===== config.mk =====
export PLATFORM = sky130hd
export DESIGN_NAME = vnorm_sqrt
export DESIGN_NICKNAME = d
export VERILOG_FILES = /design/src/rtl/core/assert_macros.svh /design/src/rtl/core/vnorm_pkg.sv /design/src/rtl/core/vnorm_sqrt.sv
export SDC_FILE = /design/constraint.sdc
export NUM_CORES = 1
export LEC_CHECK = 0
export ABC_AREA = 1
export BUFFER_PORTS_ARGS = -buffer_cell sky130_fd_sc_hd__buf_2
export CORE_MARGIN = 4
export CORE_UTILIZATION = 58
export DETAILED_ROUTE_END_ITERATION = 16
export PLACE_DENSITY = 0.74
export SLEW_MARGIN = 20
export SYNTH_ARGS = -nofsm -noshare
export SYNTH_HDL_FRONTEND = slang
export SYNTH_SLANG_ARGS = --single-unit

===== constraint.sdc =====
create_clock -name aclk -period 4.43 [get_ports aclk]
set_input_delay 0.443 -clock aclk [delete_from_list [all_inputs] [get_ports aclk]]
set_output_delay 0.443 -clock aclk [all_outputs]
set_load 0.03 [all_outputs]

===== src/rtl/core/assert_macros.svh =====
// Assertion macros shared by the vector normalizer RTL.
// Depends on nothing; files that assert include it by name.
`ifndef ASSERT_MACROS_SVH
`define ASSERT_MACROS_SVH

// Clocked assertion, off while reset is held.
`define VN_ASSERT(label, prop, msg) \
    label: assert property (@(posedge aclk) disable iff (!aresetn) (prop)) else $error(msg);

// Implication form of the above.
`define VN_ASSERT_IMP(label, ante, cons, msg) \
    `VN_ASSERT(label, (ante) |-> (cons), msg)

`endif


===== src/rtl/core/vnorm_pkg.sv =====
// Package for the vector normalizer: widths, pipeline depths, payload type.
// Used by vnorm_sqrt, vnorm_div and vector_normalize.
`timescale 1ns / 1ps

package vnorm_pkg;

    localparam int COMP_W      = 16;
    localparam int NUM_COMP    = 4;
    localparam int UNIT_W      = 16;
    localparam int LEN_W       = 17;
    localparam int SQ_W        = 2 * COMP_W;
    localparam int SUM_W       = 2 * LEN_W;
    localparam int SQRT_STAGES = LEN_W;
    localparam int SQRT_REM_W  = LEN_W + 3;
    localparam int FRAC_BITS   = 14;
    localparam int QUO_W       = FRAC_BITS + 1;
    localparam int DIV_REM_W   = LEN_W + 1;
    localparam int DIV_STAGES  = QUO_W;
    localparam int PAY_DEPTH   = SQRT_STAGES + DIV_STAGES;
    localparam int IN_TDATA_W  = NUM_COMP * COMP_W;
    localparam int OUT_TDATA_W = 88;
    localparam int W_IDX       = 3;

    typedef struct packed {
        logic                              valid;
        logic                              mode_four_d;
        logic [NUM_COMP-1:0][COMP_W-1:0]   comp;
    } payload_t;

endpackage


===== src/rtl/core/vnorm_sqrt.sv =====
// Pipelined integer square root, one result bit per stage.
// Depends on vnorm_pkg.
`timescale 1ns / 1ps

module vnorm_sqrt (
    input  logic                            aclk,
    input  logic                            ce,
    input  logic [vnorm_pkg::SUM_W-1:0]     radicand,
    output logic [vnorm_pkg::LEN_W-1:0]     root
);

    localparam int N  = vnorm_pkg::SQRT_STAGES;
    localparam int SW = vnorm_pkg::SUM_W;
    localparam int RW = vnorm_pkg::SQRT_REM_W;
    localparam int LW = vnorm_pkg::LEN_W;

    logic [SW-1:0] rad_reg  [N];
    logic [RW-1:0] rem_reg  [N];
    logic [LW-1:0] root_reg [N];

    for (genvar s = 0; s < N; s++) begin : g_stage
        logic [SW-1:0] rad_prev;
        logic [RW-1:0] rem_prev;
        logic [LW-1:0] root_prev;
        logic [RW-1:0] rem_sh;
        logic [RW-1:0] trial;
        logic [SW-1:0] rad_next;
        logic [RW-1:0] rem_next;
        logic [LW-1:0] root_next;

        if (s == 0) begin : g_first
            assign rad_prev  = radicand;
            assign rem_prev  = '0;
            assign root_prev = '0;
        end else begin : g_rest
            assign rad_prev  = rad_reg[s-1];
            assign rem_prev  = rem_reg[s-1];
            assign root_prev = root_reg[s-1];
        end

        always_comb begin
            rem_sh   = {rem_prev[RW-3:0], rad_prev[SW-1 -: 2]};
            trial    = {{(RW-LW-2){1'b0}}, root_prev, 2'b01};
            rad_next = {rad_prev[SW-3:0], 2'b00};
            if (rem_sh >= trial) begin
                rem_next  = rem_sh - trial;
                root_next = {root_prev[LW-2:0], 1'b1};
            end else begin
                rem_next  = rem_sh;
                root_next = {root_prev[LW-2:0], 1'b0};
            end
        end

        always_ff @(posedge aclk) begin
            if (ce) begin
                rad_reg[s]  <= rad_next;
                rem_reg[s]  <= rem_next;
                root_reg[s] <= root_next;
            end
        end
    end

    assign root = root_reg[N-1];

endmodule


Word-level counts from Yosys, hierarchy flattened
Memory sizes are Yosys's and may differ from the RTL's.
Index checks and enable logic that the tools add are counted.
W data, S select, Z words.
{ "op_classes": {"add_sub_neg": 17, "order_cmp": 17, "mux": 36} }
{ "ops": {"columns": ["cell", "n"], "rows": [
  ["$mux W20", 17],
  ["$ge A20 B19 Y1", 16],
  ["$sub A20 B19 Y20", 16],
  ["$mux W1", 19],
  ["$sub A2 B1 Y3 const B", 1],
  ["$ge A2 B1 Y1 const B", 1]
]} }
{ "word_totals": {"regBits": 0, "ramBits": 1173, "inputBits": 36, "out_inout_bits": 17, "n_memories": 3} }
{ "memory_table": {"columns": ["memory", "depth", "word_bits", "rd", "rd_ports_with_merged_regs", "write_ports", "line", "rtl"], "rows": [
  ["rad_reg", 17, 32, 16, 0, 17, "vnorm_sqrt.sv:17", "logic [SW-1:0] rad_reg [N];"],
  ["rem_reg", 17, 20, 16, 0, 17, "vnorm_sqrt.sv:18", "logic [RW-1:0] rem_reg [N];"],
  ["root_reg", 17, 17, 17, 0, 17, "vnorm_sqrt.sv:19", "logic [LW-1:0] root_reg [N];"]
]} }

Logic depth before layout (Yosys ltp)
An unclocked memory read counts as a cell.
{ "logic_depth": {"word_depth": 3, "depth_mapped": 14, "mapped_depth_nobuf": 13} }

Least setup slack after synthesis
No wires, ideal clock.
{ "synth_timing": {"path_kind": "register -> register", "from": "memory rem_reg[0][0] in the netlist's numbering", "to": "memory rem_reg[0][23] in the netlist's numbering, data pin", "setup_time_ns": 0.254, "arrival_ns": 1.687, "required_time_ns": 4.176, "slack_ns": 2.489, "stages_incl_launch_ff": 11, "n_path_buf": 0, "synth_period_minus_slack_ns": 1.941, "path_cell_list": "edfxtp_1 ha_1 inv_1 o21ai_0 inv_1 ha_1 and2_1 inv_1 nand2_1 xor2_1 inv_1"} }
{ "synth_rtl": {"columns": ["element", "line"], "rows": [
  ["start: declaration", "vnorm_sqrt.sv:18"]
]} }

==> flow_summary.ini <==
[run_status]
status = finished, final reports clean

[worst_hold_path]
hp-class = in2reg

[power]
power_density_mw_per_mm2 = 444.7
power.leakage_nw = 17.18
ir_worst_vdd_v = 0.0003966

[die]
num_rows = 90
boundaryPins = 53
core_area_mm2 = 0.06058
initial_core_util_pct = 58.72
die_y_um = 255.7
die-area_mm2 = 0.06536
die_x_um = 255.7

[grt]
grt_pass1_vias = 23528
grt_pass1_wl_mm = 118.2
overflow = 0
grt_util_all_layers_pct = 22.19
grt_antenna_before_repair = 0
grt_max_degree = 111

[timing]
fin_skew_ps = 18.91
finalSetupViolCount = 0
grt_setup_unrepaired = false
fin_setup_tns_ps = 0
period_share_pct = 60.80
finalHoldViolCount = 0
fmax_ghz = 0.3713
relSlewSlack_pct = 36.63
report.final.slew_viol_count = 0
period_needed_ps = 2693
whs_ps = 36.05
tightestPinTransition_ps = 950.6

[detailed_routing]
postRouteAntennaNets = 0
drt_pass1_iterations = 7
routed_wl_mm = 72.90
vias_per_cell = 5.252
via_count = 24321
wire_per_inst_um = 15.74
drc = 0
drt_iter0_drc = 1677

[clocking]
post_cts_buffers = 0
cts_tree = done
cts_num_sinks = 693
clk_pin_slew_ps = 60
htreeDepth = 3
insertion_delay_ps = 620
clk_path_buf_depth = 3
cts_resized = 0
cts_buffers = 72
cts_root_buf = clkbuf_16

[yosys]
synth-edff-count = 693
yosysTopAreaCell = edfxtp_1
synth_common_cells = nand2_1 (1068), edfxtp_1 (693), inv_1 (530), nor2_1 (299), nand3_1 (222)
syn_inst = 3655
synthArstFlopShare_pct = 0
synthMuxAreaShare_pct = 0
yosys-top-cells-area = edfxtp_1 (58%), nand2_1 (11%), ha_1 (6.0%)
synth_xor_area_share_pct = 2.536
synthSimpleGateAreaFrac_pct = 20.96
synth_cell_types = 52
yosysTopAreaCellShare_pct = 58.50
synthAdderAreaFrac_pct = 6.014
synth_compound_area_share_pct = 5.564
synth_top_flop_cell = edfxtp_1
yosys.cell_count.top_type = nand2_1
ys_warn_count = 0
synth-seq-cells = 693
synth.yosys.seq_area_share_pct = 58.50
netlist_area_mm2 = 0.03557
synth_top_family_by_area = simple AND/OR/NAND/NOR gates
syn_nets = 3862
syn_avg_cell_area_um2 = 9.733

[setup_path]
cp.arrival_ps = 3060
cp_max_fo = 21
crit_slowest_cell = nor2_2
start_kind = register
worstSetupEndpointType = register
crit_type = reg2reg
path_common_cell = nand2_1
cp.required_ps = 4800
crit_chain = ha_1 -> a21oi_1 -> nand2_1 -> nand2_1 -> nand2_2 -> nor2_4 -> nand2_1 -> nor2_2 -> inv_1 -> nand2_1 -> inv_1
slowest_delay_ps = 620

[placement]
globalplace.congestion = 0.8937
port_buffers = 52
hpwl_mm = 53.02

[finish]
largest_register_ffs = 272
syn_to_final_growth_pct = 10.68
fill_cells = 4824
drive_gt1_share_pct = 7.145
fin_nets = 4000
diodes = 0

[run]
maxCapViolCount = 0
-- routing by layer --
| metal | vias to the layer above | global-route usage, % | routed length (um) |
|---|---|---|---|
| met2 | 503 | 38.12 | 35570 |
| met5 | - | 0 | 0 |
| met3 | 154 | 3.295 | 2823 |
| met4 | 0 | 7.679 | 2482 |
| met1 | 11205 | 29.11 | 32030 |
| li1 | 12459 | - | - |
-- metrics by stage --
step	setup slack [ps]	cell area (um2)	util, %	std cells	total power, mW
final	1737	39370	64.99	4631	17.51
after global routing	1494	39370	64.99	4631	18.43
after CTS	1721	39360	64.98	4630	17.64
after detailed placement	1783	36750	60.66	4473	11.60
after global placement	1852	36750	60.66	4473	11.53
after floorplan	2489	35570	-	3655	10.66
-- worst max-delay path: cells and delay by family, from the launching register on --
family / cells / cell delay (ps)
AND/OR/NAND/NOR: 7 / 1240
flip-flops: 1 / 410
AO/OA/AOI/OAI: 1 / 170
buffers and inverters: 2 / 230
adder cells (fa/ha/maj): 1 / 380
-- placed cells by master, fill, tap and decap left out, drive strengths merged, types with 2 or more instances in the layout --
cell	netlist	final
ha	171	171
o21ai	137	137
nor2	315	315
nand3b	35	35
and3	4	4
o211ai	3	3
xnor2	40	40
a21o	3	3
xor2	63	63
nand2	1089	1089
o21a	8	8
o21bai	5	5
nand4	52	52
buf	25	63
inv	544	548
clkinv	1	32
dlygate4sd3	0	28
nor3	30	30
clkbuf	2	85
a21oi	188	188
edfxtp	693	693
bufinv	0	8
and2	4	4
nand3	228	228
clkinvlp	0	2
or2	6	6
-- cells by family (layout without fill, tap and decap cells) --
group,Yosys count,in the layout
xor gates and xnor gates,103,103
and+or+nand+nor,1766,1766
DFF,693,693
other,1,1
adders and majority gates,171,171
AOI/OAI and AO/OA,349,349
buffers and inverters,572,766
-- path summary, 6_finish.rpt --
check | to | start | depth (start not counted) | slack [ps]
worst max-delay path | rem_reg[0][68] | rem_reg[0][41] | 11 | 1740
worst min-delay path | rad_reg[0][14] | radicand[14] | 1 | 40
worst max register to register | rem_reg[0][68] | rem_reg[0][41] | 11 | 1740
worst min register to register | rad_reg[0][83] | rad_reg[0][49] | 0 | 410
-- repair_timing --
item                       CTS  global route
hold endpoints to repair    27             1
setup endpoints to repair    0             0
hold buffers                27             1
-- area by class of cell --
| type | instances | area [um2] | share of cell area (%) |
|---|---|---|---|
| Clock inverter | 45 | 473.0 | 1.201 |
| Clock buffer | 85 | 1872 | 4.754 |
| Multi-Input combinational cell | 2390 | 12480 | 31.69 |
| Inverter | 545 | 2053 | 5.215 |
| Timing Repair Buffer | 91 | 708.2 | 1.799 |
| Sequential cell | 693 | 20810 | 52.85 |
| Tap cell | 782 | 978.4 | 2.485 |
-- where the power goes --
part	total (mW)	leakage, nW	switching [mW]	internal, mW
Sequential	8.46	6.64	0.410	8.05
Clock	5.99	1.15	2.48	3.51
Combinational	3.06	9.39	1.99	1.07
No activity file was read; power rests on OpenSTA's default activity.
