### src/rtl/core/assert_macros.svh
// Assertion macros shared by the vector normalizer RTL.
// Depends on nothing; files that assert include it by name.
`ifndef ASSERT_MACROS_SVH
`define ASSERT_MACROS_SVH

// Clocked assertion, off while reset is held.
`define VN_ASSERT(label, prop, msg) \
    label: assert property (@(posedge aclk) disable iff (!aresetn) (prop)) else $error(msg);

// Implication form of the above.
`define VN_ASSERT_IMP(label, ante, cons, msg) \
    `VN_ASSERT(label, (ante) |-> (cons), msg)

`endif

### src/rtl/core/vnorm_pkg.sv
// Package for the vector normalizer: widths, pipeline depths, payload type.
// Used by vnorm_sqrt, vnorm_div and vector_normalize.
`timescale 1ns / 1ps

package vnorm_pkg;

    localparam int COMP_W      = 16;
    localparam int NUM_COMP    = 4;
    localparam int UNIT_W      = 16;
    localparam int LEN_W       = 17;
    localparam int SQ_W        = 2 * COMP_W;
    localparam int SUM_W       = 2 * LEN_W;
    localparam int SQRT_STAGES = LEN_W;
    localparam int SQRT_REM_W  = LEN_W + 3;
    localparam int FRAC_BITS   = 14;
    localparam int QUO_W       = FRAC_BITS + 1;
    localparam int DIV_REM_W   = LEN_W + 1;
    localparam int DIV_STAGES  = QUO_W;
    localparam int PAY_DEPTH   = SQRT_STAGES + DIV_STAGES;
    localparam int IN_TDATA_W  = NUM_COMP * COMP_W;
    localparam int OUT_TDATA_W = 88;
    localparam int W_IDX       = 3;

    typedef struct packed {
        logic                              valid;
        logic                              mode_four_d;
        logic [NUM_COMP-1:0][COMP_W-1:0]   comp;
    } payload_t;

endpackage

### src/rtl/core/vnorm_div.sv
// One lane of the pipelined restoring divider: (mag << 14) / divisor.
// Depends on vnorm_pkg.
`timescale 1ns / 1ps

module vnorm_div (
    input  logic                            aclk,
    input  logic                            ce,
    input  logic [vnorm_pkg::COMP_W-1:0]    mag,
    input  logic [vnorm_pkg::LEN_W-1:0]     divisor,
    output logic [vnorm_pkg::QUO_W-1:0]     quotient
);

    localparam int N  = vnorm_pkg::DIV_STAGES;
    localparam int CW = vnorm_pkg::COMP_W;
    localparam int RW = vnorm_pkg::DIV_REM_W;
    localparam int LW = vnorm_pkg::LEN_W;
    localparam int QW = vnorm_pkg::QUO_W;
    localparam int FB = vnorm_pkg::FRAC_BITS;

    logic [RW-1:0] rem_reg [N];
    logic [QW-1:0] bits_reg[N];
    logic [QW-1:0] quo_reg [N];
    logic [LW-1:0] div_reg [N];

    for (genvar s = 0; s < N; s++) begin : g_stage
        logic [RW-1:0] rem_prev;
        logic [QW-1:0] bits_prev;
        logic [QW-1:0] quo_prev;
        logic [LW-1:0] div_prev;
        logic [RW-1:0] rem_sh;
        logic [RW-1:0] rem_next;
        logic [QW-1:0] quo_next;

        if (s == 0) begin : g_first
            // upper numerator bits sit below the divisor: start the remainder there
            assign rem_prev  = {{(RW-CW+1){1'b0}}, mag[CW-1:1]};
            assign bits_prev = {mag[0], {FB{1'b0}}};
            assign quo_prev  = '0;
            assign div_prev  = divisor;
        end else begin : g_rest
            assign rem_prev  = rem_reg[s-1];
            assign bits_prev = bits_reg[s-1];
            assign quo_prev  = quo_reg[s-1];
            assign div_prev  = div_reg[s-1];
        end

        always_comb begin
            rem_sh = {rem_prev[RW-2:0], bits_prev[QW-1]};
            if (rem_sh >= {1'b0, div_prev}) begin
                rem_next = rem_sh - {1'b0, div_prev};
                quo_next = {quo_prev[QW-2:0], 1'b1};
            end else begin
                rem_next = rem_sh;
                quo_next = {quo_prev[QW-2:0], 1'b0};
            end
        end

        always_ff @(posedge aclk) begin
            if (ce) begin
                rem_reg[s]  <= rem_next;
                bits_reg[s] <= {bits_prev[QW-2:0], 1'b0};
                quo_reg[s]  <= quo_next;
                div_reg[s]  <= div_prev;
            end
        end
    end

    assign quotient = quo_reg[N-1];

endmodule
### config.mk
export PLATFORM = sky130hd
export DESIGN_NAME = vnorm_div
export DESIGN_NICKNAME = d
export VERILOG_FILES = /design/src/rtl/core/assert_macros.svh /design/src/rtl/core/vnorm_pkg.sv /design/src/rtl/core/vnorm_div.sv
export SDC_FILE = /design/constraint.sdc
export NUM_CORES = 1
export LEC_CHECK = 0
export BUFFER_PORTS_ARGS = -buffer_cell sky130_fd_sc_hd__buf_4
export CORE_AREA = 2 2 231 233
export CTS_CLUSTER_SIZE = 30
export DETAILED_ROUTE_END_ITERATION = 16
export DIE_AREA = 0 0 233 235
export PLACE_DENSITY_LB_ADDON = 0.08
export SYNTH_ARGS = -nofsm -noshare
export SYNTH_HDL_FRONTEND = slang
export SYNTH_SLANG_ARGS = --single-unit
### constraint.sdc
create_clock -name aclk -period 4.4 [get_ports aclk]
set_input_delay 0.88 -clock aclk [delete_from_list [all_inputs] [get_ports aclk]]
set_output_delay 0.88 -clock aclk [all_outputs]
set_load 0.01 [all_outputs]
After elaboration in Yosys (flattened, before gate mapping) --
Memories as Yosys holds them, arrays and structs flattened. Index checks and enable logic that the tools add are counted.
Word-level totals: input bits 35, register bits after elaboration 0, bits in writable memories 960, memories 4, output and inout bits 15, logic and storage cells 66
Memories:
- rem_reg | words 15, bits a word 18, read ports 14, clocked after memory_dff 0, wr ports 15, RTL line vnorm_div.sv:20 | logic [RW-1:0] rem_reg [N];
- div_reg | words 15, bits a word 17, read ports 14, clocked after memory_dff 0, wr ports 15, RTL line vnorm_div.sv:23 | logic [LW-1:0] div_reg [N];
- quo_reg | words 15, bits a word 15, read ports 15, clocked after memory_dff 0, wr ports 15, RTL line vnorm_div.sv:22 | logic [QW-1:0] quo_reg [N];
- bits_reg | words 15, bits a word 14, read ports 14, clocked after memory_dff 0, wr ports 15, RTL line vnorm_div.sv:21 | logic [QW-1:0] bits_reg[N];
Operators by class: multiplexer cells 32, $add $sub $neg 15, magnitude comparators 15
Operators by type and width (count):
- 18-bit 2-to-1 mux | 15
- 18-bit by 17-bit greater-or-equal comparator with 1-bit output | 14
- 18-bit by 17-bit subtractor with 18-bit output | 14
- 16-bit by 17-bit subtractor with 18-bit output | 1
- 16-bit by 17-bit greater-or-equal comparator with 1-bit output | 1
- 1-bit 2-to-1 mux | 17

Logic depth before layout (Yosys ltp) --
Gate-level depths: netlist (run 1). An unclocked memory read counts as a cell.
word-level depth 3, gate-level depth with buffers 12, mapped depth without buffers 10

Least setup slack after synthesis (run 1) --
No wires, ideal clock.
path type input -> register, start in mag[0] in the netlist's numbering, end mem rem_reg[0][11] in the netlist's numbering (data pin), path buffers 2, arrival 3.208 ns, required time 4.138 ns, cell stages on the path 12, library setup time 0.262 ns, setup slack 0.930 ns, cells stage by stage inv_1 ha_1 fa_1 and2b_1 nor3_1 o31a_1 o211ai_2 o21ai_0 a21o_1 buf_2 buf_6 mux2_1
RTL lines:
- from (decl) | RTL line vnorm_div.sv:8 | input logic [vnorm_pkg::COMP_W-1:0] mag,
- to (decl) | RTL line vnorm_div.sv:20

==> impl_results.html, run 1 <==
<table>
<tr><th>Metric</th><th>Value</th></tr>
<tr><th colspan="2">Timing</th></tr>
<tr><td>Final setup viols</td><td>0</td></tr>
<tr><td>Top achievable clock speed</td><td>0.2934 GHz</td></tr>
<tr><td>Post-route clock period utilization</td><td>0.7746</td></tr>
<tr><td>Worst rel slew slack</td><td>0.3163</td></tr>
<tr><td>Post-layout minimum cycle time</td><td>3408 ps</td></tr>
<tr><td>Max Slew Vio Count</td><td>0</td></tr>
<tr><td>Number of hold violations in the final report</td><td>0</td></tr>
<tr><td>Slew of the pin with the lowest slew margin</td><td>1025 ps</td></tr>
<tr><td>Worst Skew</td><td>14.24 ps</td></tr>
<tr><td>RSZ-0062 raised after global routing</td><td>false</td></tr>
<tr><td>Final sum of negative setup slack</td><td>0 ps</td></tr>
<tr><td>Setup ws final</td><td>991.8 ps</td></tr>
<tr><th colspan="2">Clock network</th></tr>
<tr><td>Number of gates resized after CTS</td><td>0</td></tr>
<tr><td>Num CTS Buffers</td><td>66</td></tr>
<tr><td>Number of buffers added to fix hold violations after cts</td><td>0</td></tr>
<tr><td>Clk sink count</td><td>596</td></tr>
<tr><td>Clock tree root buffer cell</td><td>sky130_fd_sc_hd__clkbuf_16</td></tr>
<tr><td>TritonCTS clock tree</td><td>built</td></tr>
<tr><td>Skew-Pair Late Insertion Delay</td><td>600 ps</td></tr>
<tr><td>Buffer depth of the longest clock path</td><td>3</td></tr>
<tr><td>Count of buffers added by post-CTS timing repair for setup</td><td>0</td></tr>
<tr><td>CTS HTree Levels</td><td>3</td></tr>
<tr><td>Clock edge transition at the registers on the reported setup and hold paths</td><td>60 ps</td></tr>
<tr><th colspan="2">Synthesis</th></tr>
<tr><td>Top cells by area, synth</td><td>sky130_fd_sc_hd__edfxtp_1, sky130_fd_sc_hd__ha_1, sky130_fd_sc_hd__mux2_2</td></tr>
<tr><td>Most used DFF post-synth</td><td>sky130_fd_sc_hd__edfxtp_1</td></tr>
<tr><td>Cell Area, Synth</td><td>33150 um^2</td></tr>
<tr><td>Adder-Cell Fraction of Synth Area</td><td>0.1039</td></tr>
<tr><td>Synthesized-area fraction occupied by xor and xnor cells</td><td>0.04782</td></tr>
<tr><td>Count of flip-flops with a built-in enable after synthesis</td><td>596</td></tr>
<tr><td>Dominant combinational cell family by area after synthesis</td><td>compound AO/OA/AOI/OAI gates</td></tr>
<tr><td>Multiplexer fraction of the synthesized cell area</td><td>0.06654</td></tr>
<tr><td>Number of unique standard cell types used by synthesis</td><td>88</td></tr>
<tr><td>Syn Area/Cell</td><td>12.22 um^2</td></tr>
<tr><td>Syn Nets</td><td>3015</td></tr>
<tr><td>Post-synthesis compound-gate area fraction</td><td>0.1240</td></tr>
<tr><td>Number of instances in the synthesized netlist</td><td>2713</td></tr>
<tr><td>Proportion of synthesized flip-flops having asynchronous set or reset</td><td>0</td></tr>
<tr><td>Register area share after synthesis</td><td>0.5399</td></tr>
<tr><td>Flops &amp; latches, synth</td><td>596</td></tr>
<tr><td>Post-synth top area share</td><td>0.5399</td></tr>
<tr><td>Largest area contributor in the netlist</td><td>sky130_fd_sc_hd__edfxtp_1</td></tr>
<tr><td>Simple-gate area share of the yosys netlist</td><td>0.07696</td></tr>
<tr><td>Syn. warnings</td><td>0</td></tr>
<tr><th colspan="2">Floorplan</th></tr>
<tr><td>Core Box Area</td><td>52240 um^2</td></tr>
<tr><td>Io pins</td><td>50</td></tr>
<tr><td>Initial Util</td><td>0.6347</td></tr>
<tr><td>Height of the chip</td><td>235 um</td></tr>
<tr><td>Die Width</td><td>233 um</td></tr>
<tr><td>Floorplan row count</td><td>84</td></tr>
<tr><td>Die ar.</td><td>54760 um^2</td></tr>
<tr><th colspan="2">Setup path</th></tr>
<tr><td>Arrival @ worst endpoint</td><td>3750 ps</td></tr>
<tr><td>Required time at the endpoint of the critical path</td><td>4740 ps</td></tr>
<tr><td>CP max FO</td><td>18</td></tr>
<tr><td>Startpoint kind of the worst setup timing path</td><td>flip-flop</td></tr>
<tr><td>Critical-path top delay cell</td><td>sky130_fd_sc_hd__a311oi_4</td></tr>
<tr><td>Max incr delay on CP</td><td>910 ps</td></tr>
<tr><td>Cells traversed along the worst timing path</td><td>ha_1 &gt; and2b_1 &gt; o31ai_1 &gt; a211oi_1 &gt; nor2_1 &gt; o211ai_1 &gt; a311oi_4 &gt; mux2_2</td></tr>
<tr><td>Critical path type</td><td>reg -&gt; reg</td></tr>
<tr><td>Kind of end point of the critical path</td><td>flip-flop</td></tr>
<tr><th colspan="2">Global routing</th></tr>
<tr><td>Maximum number of pins on one net before global-route repair</td><td>97</td></tr>
<tr><td>Via count of the first global-routing pass</td><td>21030</td></tr>
<tr><td>First-pass GRT wire length</td><td>109000 um</td></tr>
<tr><td>Initial antenna violation count</td><td>3</td></tr>
<tr><td>All-layer global routing usage</td><td>0.2518</td></tr>
<tr><td>Leftover overflow at the end of global routing</td><td>0</td></tr>
<tr><th colspan="2">Route</th></tr>
<tr><td>Detailed-route DRC error count</td><td>0</td></tr>
<tr><td>Post-DRT Antenna Nets</td><td>0</td></tr>
<tr><td>Detailed-route via count</td><td>20990</td></tr>
<tr><td>Avg Vias per Cell</td><td>5.907</td></tr>
<tr><td>Wire length per cell after detailed routing</td><td>18.99 um</td></tr>
<tr><td>Total Routed Length</td><td>67480 um</td></tr>
<tr><td>Detailed Routing Iterations Pass 1</td><td>5</td></tr>
<tr><td>Number of DRC violations after detailed-routing iteration 0</td><td>1642</td></tr>
<tr><th colspan="2">Power</th></tr>
<tr><td>Leakage power figure</td><td>15.03 nW</td></tr>
<tr><td>Clock network fraction of total power</td><td>0.214</td></tr>
<tr><td>Int Power</td><td>16.81 mW</td></tr>
<tr><td>Fraction of power spent switching nets</td><td>0.3483</td></tr>
<tr><td>Pwr dens</td><td>704.4 nW/um^2</td></tr>
<tr><td>IR Drop Worst-Case VDD</td><td>0.4145 mV</td></tr>
<tr><td>Comb power frac</td><td>0.433</td></tr>
<tr><td>Switch Pwr</td><td>8.984 mW</td></tr>
<tr><td>Seq pwr share</td><td>0.353</td></tr>
<tr><th colspan="2">Min path</th></tr>
<tr><td>Worst hold path class</td><td>reg -&gt; reg</td></tr>
<tr><th colspan="2">Final layout</th></tr>
<tr><td>Final cell count without fillers</td><td>3553</td></tr>
<tr><td>Leading cell types in the layout, fill and taps excluded</td><td>sky130_fd_sc_hd__edfxtp_1, sky130_fd_sc_hd__inv_1, sky130_fd_sc_hd__ha_1</td></tr>
<tr><td>Most common cell after layout, fill and taps aside</td><td>sky130_fd_sc_hd__edfxtp_1</td></tr>
<tr><td>Fraction of final layout cells sized beyond drive strength 1</td><td>0.1302</td></tr>
<tr><td>Antenna diodes</td><td>0</td></tr>
<tr><td>Layout area overhead</td><td>10.46%</td></tr>
<tr><td>Final #Nets</td><td>3118</td></tr>
<tr><th colspan="2">Outcome</th></tr>
<tr><td>Outcome</td><td>finished clean</td></tr>
<tr><th colspan="2">Placement</th></tr>
<tr><td>HPWL Detailed</td><td>49450 um</td></tr>
<tr><td>Number of input and output port buffers inserted</td><td>49</td></tr>
<tr><td>Number of placed cells counting well taps</td><td>3436</td></tr>
<tr><td>Pre-CTS setup slack</td><td>522.8 ps</td></tr>
<tr><td>Final estimated routing congestion in global placement</td><td>0.9024</td></tr>
<tr><th colspan="2">Flow run</th></tr>
<tr><td>Count of max-cap constraint violations</td><td>0</td></tr>
</table>
## power by group through the flow
stage	clock network [mW]	logic [mW]	registers [mW]
detailed placement	0	11.0	9.21
CTS	5.63	11.1	9.12
global placement	0	10.7	9.18
global route	5.85	12.3	9.25
finish	5.51	11.2	9.11
floorplan	0	8.68	8.83
## metrics by stage
stage	hold slack, ps	area [um^2]	utilization	power, mW
3_5_place_dp	404.5	34450	0.6594	20.19
3_3_place_gp	400.2	34450	0.6594	19.86
6_report	413.2	36620	0.7011	25.79
4_1_cts	410.3	36620	0.7011	25.84
5_1_grt	419.5	36620	0.7011	27.43
2_1_floorplan	400.3	33150	-	17.51
## synth_stat cells, types with 16 or more instances
cell and n:
sky130_fd_sc_hd__edfxtp_1 596, sky130_fd_sc_hd__inv_1 308, sky130_fd_sc_hd__ha_1 253, sky130_fd_sc_hd__a21oi_1 160
sky130_fd_sc_hd__mux2_2 152, sky130_fd_sc_hd__nand2_1 140, sky130_fd_sc_hd__nor2_1 135, sky130_fd_sc_hd__o21ai_0 125
sky130_fd_sc_hd__xnor2_1 111, sky130_fd_sc_hd__xor2_1 70, sky130_fd_sc_hd__a21o_1 64, sky130_fd_sc_hd__o21a_1 53
sky130_fd_sc_hd__nor2b_1 38, sky130_fd_sc_hd__nand2b_1 37, sky130_fd_sc_hd__nand3_1 33, sky130_fd_sc_hd__nor3_1 32
sky130_fd_sc_hd__nand4_1 25, sky130_fd_sc_hd__o31ai_1 25, sky130_fd_sc_hd__a31oi_1 24, sky130_fd_sc_hd__mux2i_1 22
sky130_fd_sc_hd__a211oi_1 21, sky130_fd_sc_hd__clkbuf_1 20, sky130_fd_sc_hd__and3_1 17, sky130_fd_sc_hd__o211ai_1 17
sky130_fd_sc_hd__mux2_4 16
## final timing paths
kind / from / to / slack (ps) / depth (start not counted)
min reg2reg: quo_reg[1][66]$_DFFE_PP_ / quo_reg[1][82]$_DFFE_PP_ / 410 / 0
max reg2reg: rem_reg[0][91]$_DFFE_PP_ / rem_reg[0][110]$_DFFE_PP_ / 990 / 8
min: quo_reg[1][66]$_DFFE_PP_ / quo_reg[1][82]$_DFFE_PP_ / 410 / 0
max: rem_reg[0][91]$_DFFE_PP_ / rem_reg[0][110]$_DFFE_PP_ / 990 / 8
## layout make-up
cell class	instances	area, um^2
clock buffer	79	1700
fill	3633	15620
multi-input combinational	1772	13910
clock inverter	38	474.2
timing repair buffer	71	615.6
tap	688	860.8
sequential	596	17900
inverter	309	1160
## cells by family after synthesis
logic type	after synthesis
adders and majority gates	267
buffers and inverters	345
xor gates and xnor gates	181
and+or+nand+nor	519
AOI/OAI and AO/OA	612
muxes	193
DFF	596
## worst max-delay path: cells and delay by family, from the launching register on
kind                     cells  cell delay, ps
multiplexers                 1             430
AO/OA/AOI/OAI                4            1540
AND/OR/NAND/NOR              2             400
flip-flops                   1             390
adder cells (fa/ha/maj)      1             380
## per-layer routing
layer / global-route usage / share of wire / up-vias
met1: 0.3478 / 0.45 / 10080
met3: 0.03968 / 0.047 / 146
li1: - / - / 10240
met4: 0.08608 / 0.032 / 6
met5: 0 / 0.00055 / -
met2: 0.4075 / 0.47 / 520
Note: power is estimated with default switching activity, not from simulation.
==> run 2: changes to the inputs <==
Settings changed: CORE_AREA 2 2 231 233 to 2 2 243 245, DIE_AREA 0 0 233 235 to 0 0 245 247.
Clock period 4.4 ns to 3.1 ns, I/O delays scaled along.
==> impl_results.html, run 2 (same netlist as run 1, synthesis figures left out) <==
<table>
<tr><th>Metric</th><th>Value</th></tr>
<tr><th colspan="2">Timing</th></tr>
<tr><td>Max Slew Vio Count</td><td>0</td></tr>
<tr><td>Worst slack on hold paths</td><td>168.8 ps</td></tr>
<tr><td>Worst Skew</td><td>36.97 ps</td></tr>
<tr><td>Worst rel slew slack</td><td>0.4523</td></tr>
<tr><td>Post-route clock period utilization</td><td>0.9696</td></tr>
<tr><td>Top achievable clock speed</td><td>0.3327 GHz</td></tr>
<tr><td>Post-layout minimum cycle time</td><td>3006 ps</td></tr>
<tr><td>Number of hold violations in the final report</td><td>0</td></tr>
<tr><td>Final setup viols</td><td>0</td></tr>
<tr><td>Slew of the pin with the lowest slew margin</td><td>819.0 ps</td></tr>
<tr><td>Setup ws final</td><td>94.26 ps</td></tr>
<tr><th colspan="2">Global routing</th></tr>
<tr><td>Leftover overflow at the end of global routing</td><td>0</td></tr>
<tr><td>Maximum number of pins on one net before global-route repair</td><td>82</td></tr>
<tr><td>Most Crowded Layer GR</td><td>met2</td></tr>
<tr><td>All-layer global routing usage</td><td>0.2398</td></tr>
<tr><td>Global Route met2 Usage</td><td>0.3932</td></tr>
<tr><td>First-pass GRT wire length</td><td>113200 um</td></tr>
<tr><td>Via count of the first global-routing pass</td><td>21080</td></tr>
<tr><td>Met3 Track Usage GR</td><td>0.03137</td></tr>
<tr><td>Grt met1 use</td><td>0.3280</td></tr>
<tr><td>Initial antenna violation count</td><td>0</td></tr>
<tr><th colspan="2">Route</th></tr>
<tr><td>Detailed-route via count</td><td>21260</td></tr>
<tr><td>Detailed-route DRC error count</td><td>0</td></tr>
<tr><td>Number of DRC violations after detailed-routing iteration 0</td><td>1487</td></tr>
<tr><td>Post-DRT Antenna Nets</td><td>0</td></tr>
<tr><td>Detailed Routing Iterations Pass 1</td><td>6</td></tr>
<tr><td>Avg Vias per Cell</td><td>5.673</td></tr>
<tr><td>Total Routed Length</td><td>71730 um</td></tr>
<tr><td>Wire length per cell after detailed routing</td><td>19.14 um</td></tr>
<tr><th colspan="2">Setup path</th></tr>
<tr><td>Worst-case register-to-register setup slack</td><td>90 ps</td></tr>
<tr><td>Worst path top cell family by delay</td><td>compound AO/OA/AOI/OAI gates</td></tr>
<tr><td>Critical path type</td><td>reg -&gt; reg</td></tr>
<tr><td>CP max FO</td><td>14</td></tr>
<tr><td>Kind of end point of the critical path</td><td>flip-flop</td></tr>
<tr><td>Worst Reg-to-Reg Cells</td><td>10</td></tr>
<tr><td>Arrival @ worst endpoint</td><td>3350 ps</td></tr>
<tr><td>Required time at the endpoint of the critical path</td><td>3450 ps</td></tr>
<tr><td>Critical-path top delay cell</td><td>sky130_fd_sc_hd__edfxtp_1</td></tr>
<tr><td>Startpoint kind of the worst setup timing path</td><td>flip-flop</td></tr>
<tr><td>Max incr delay on CP</td><td>460 ps</td></tr>
<tr><td>Terminus of the critical flop-to-flop path</td><td>rem_reg[1][22]$_DFFE_PP_</td></tr>
<tr><td>Count of buffering cells on the critical path with inverters included</td><td>2</td></tr>
<tr><td>Worst reg2reg startpoint</td><td>rem_reg[1][6]$_DFFE_PP_</td></tr>
<tr><td>Cells traversed along the worst timing path</td><td>ha_1 &gt; buf_4 &gt; nand4_1 &gt; nor3_1 &gt; a211o_1 &gt; nor2_1 &gt; o211ai_1 &gt; a311oi_4 &gt; buf_12 &gt; mux2_2</td></tr>
<tr><th colspan="2">Clock network</th></tr>
<tr><td>Clock edge transition at the registers on the reported setup and hold paths</td><td>60 ps</td></tr>
<tr><td>TritonCTS clock tree</td><td>built</td></tr>
<tr><td>Clock tree root buffer cell</td><td>sky130_fd_sc_hd__clkbuf_16</td></tr>
<tr><td>Num CTS Buffers</td><td>69</td></tr>
<tr><td>CTS HTree Levels</td><td>3</td></tr>
<tr><td>Skew-Pair Late Insertion Delay</td><td>630 ps</td></tr>
<tr><td>Buffer depth of the longest clock path</td><td>3</td></tr>
<tr><td>Clk sink count</td><td>596</td></tr>
<tr><th colspan="2">Placement</th></tr>
<tr><td>Final estimated routing congestion in global placement</td><td>0.8735</td></tr>
<tr><td>Number of input and output port buffers inserted</td><td>49</td></tr>
<tr><td>HPWL Detailed</td><td>53020 um</td></tr>
<tr><td>Pre-CTS setup slack</td><td>-264.5 ps</td></tr>
<tr><th colspan="2">Final layout</th></tr>
<tr><td>Fraction of final layout cells sized beyond drive strength 1</td><td>0.1654</td></tr>
<tr><td>Most common cell after layout, fill and taps aside</td><td>sky130_fd_sc_hd__edfxtp_1</td></tr>
<tr><td>Antenna diodes</td><td>0</td></tr>
<tr><td>Final #Nets</td><td>3222</td></tr>
<tr><td>Leading cell types in the layout, fill and taps excluded</td><td>sky130_fd_sc_hd__edfxtp_1, sky130_fd_sc_hd__inv_1, sky130_fd_sc_hd__ha_1</td></tr>
<tr><td>Layout area overhead</td><td>13.76%</td></tr>
<tr><th colspan="2">Power</th></tr>
<tr><td>Pwr dens</td><td>1000 nW/um^2</td></tr>
<tr><td>Leakage power figure</td><td>15.54 nW</td></tr>
<tr><td>IR Drop Worst-Case VDD</td><td>0.6333 mV</td></tr>
<tr><th colspan="2">Min path</th></tr>
<tr><td>Hold-critical path endpoint</td><td>div_reg[0][12]$_DFFE_PP_</td></tr>
<tr><td>Number of cells on the worst hold path</td><td>1</td></tr>
<tr><td>Worst hold path class</td><td>in -&gt; reg</td></tr>
<tr><td>Source of the worst hold timing path</td><td>divisor[12]</td></tr>
<tr><th colspan="2">Floorplan</th></tr>
<tr><td>Die Width</td><td>245 um</td></tr>
<tr><td>Initial Util</td><td>0.5692</td></tr>
<tr><td>Io pins</td><td>50</td></tr>
<tr><td>Core Box Area</td><td>58240 um^2</td></tr>
<tr><td>Die ar.</td><td>60520 um^2</td></tr>
<tr><td>Floorplan row count</td><td>89</td></tr>
<tr><td>Height of the chip</td><td>247 um</td></tr>
<tr><th colspan="2">Flow run</th></tr>
<tr><td>Count of max-cap constraint violations</td><td>0</td></tr>
<tr><th colspan="2">Outcome</th></tr>
<tr><td>Outcome</td><td>finished clean</td></tr>
</table>
run 2: layer usage:
metal / routed length (um) / vias to the layer above / part of all wire
met5: 0 / - / 0
met4: 2145 / 0 / 0.030
met3: 2678 / 100 / 0.037
met2: 33720 / 437 / 0.47
met1: 33180 / 10290 / 0.46
li1: - / 10430 / -
run 2: where the power goes:
group	internal [mW]	switching [mW]
Clock	4.36	3.45
Combinational	8.13	8.85
Sequential	11.8	1.14
Total	24.3	13.4
run 2: metrics by stage:
stage            util  area (um^2)  instances  setup TNS [ps]  total power, mW
6_report       0.6475        37710       3747               0            37.73
5_1_grt        0.6475        37710       3747          -39.73            40.16
4_1_cts        0.6459        37620       3744               0            37.76
3_5_place_dp   0.6072        35360       3617           -3663            29.66
3_3_place_gp   0.6072        35360       3617           -3668            29.29
2_1_floorplan       -        33150       2713               0            24.85
run 2: worst max-delay path by stage:
stage / start / end / slack, ps / cells past startpoint
2_1_floorplan: mag[0] / rem_reg[0][11]$_DFFE_PP_ / 20 / 12
3_3_place_gp: rem_reg[0][90]$_SDFFCE_PN0P_ / rem_reg[0][111]$_DFFE_PP_ / -240 / 9
3_5_place_dp: rem_reg[0][90]$_SDFFCE_PN0P_ / rem_reg[0][111]$_DFFE_PP_ / -260 / 9
4_1_cts: rem_reg[1][0]$_SDFFCE_PN0P_ / rem_reg[1][22]$_DFFE_PP_ / 5 / 10
5_1_grt: rem_reg[0][4]$_DFFE_PP_ / rem_reg[0][28]$_DFFE_PP_ / -10 / 10
6_report: rem_reg[1][6]$_DFFE_PP_ / rem_reg[1][22]$_DFFE_PP_ / 90 / 10
run 2: worst reg2reg max path: stages, from the launching register on:
cell and delay (ps):
sky130_fd_sc_hd__edfxtp_1 460, sky130_fd_sc_hd__ha_1 350, sky130_fd_sc_hd__buf_4 160, sky130_fd_sc_hd__nand4_1 140, sky130_fd_sc_hd__nor3_1 90, sky130_fd_sc_hd__a211o_1 290, sky130_fd_sc_hd__nor2_1 150, sky130_fd_sc_hd__o211ai_1 150
sky130_fd_sc_hd__a311oi_4 350, sky130_fd_sc_hd__buf_12 200, sky130_fd_sc_hd__mux2_2 400
run 2: what timing repair did:
item,in CTS,in global routing
setup endpoints to repair,29,103
buffers inserted,2,2
hold buffers,0,0
gates cloned,0,1
pin swaps,2,4
gates resized for setup,1,17
endpoints found under the hold margin,0,0
run 2: final cells by class:
type	count	area, um^2
fill	4426	20530
clock buffer	78	1760
timing repair buffer	171	1466
multi-input combinational	1773	14000
tap	773	967.2
inverter	309	1160
sequential	596	17900
clock inverter	47	461.7
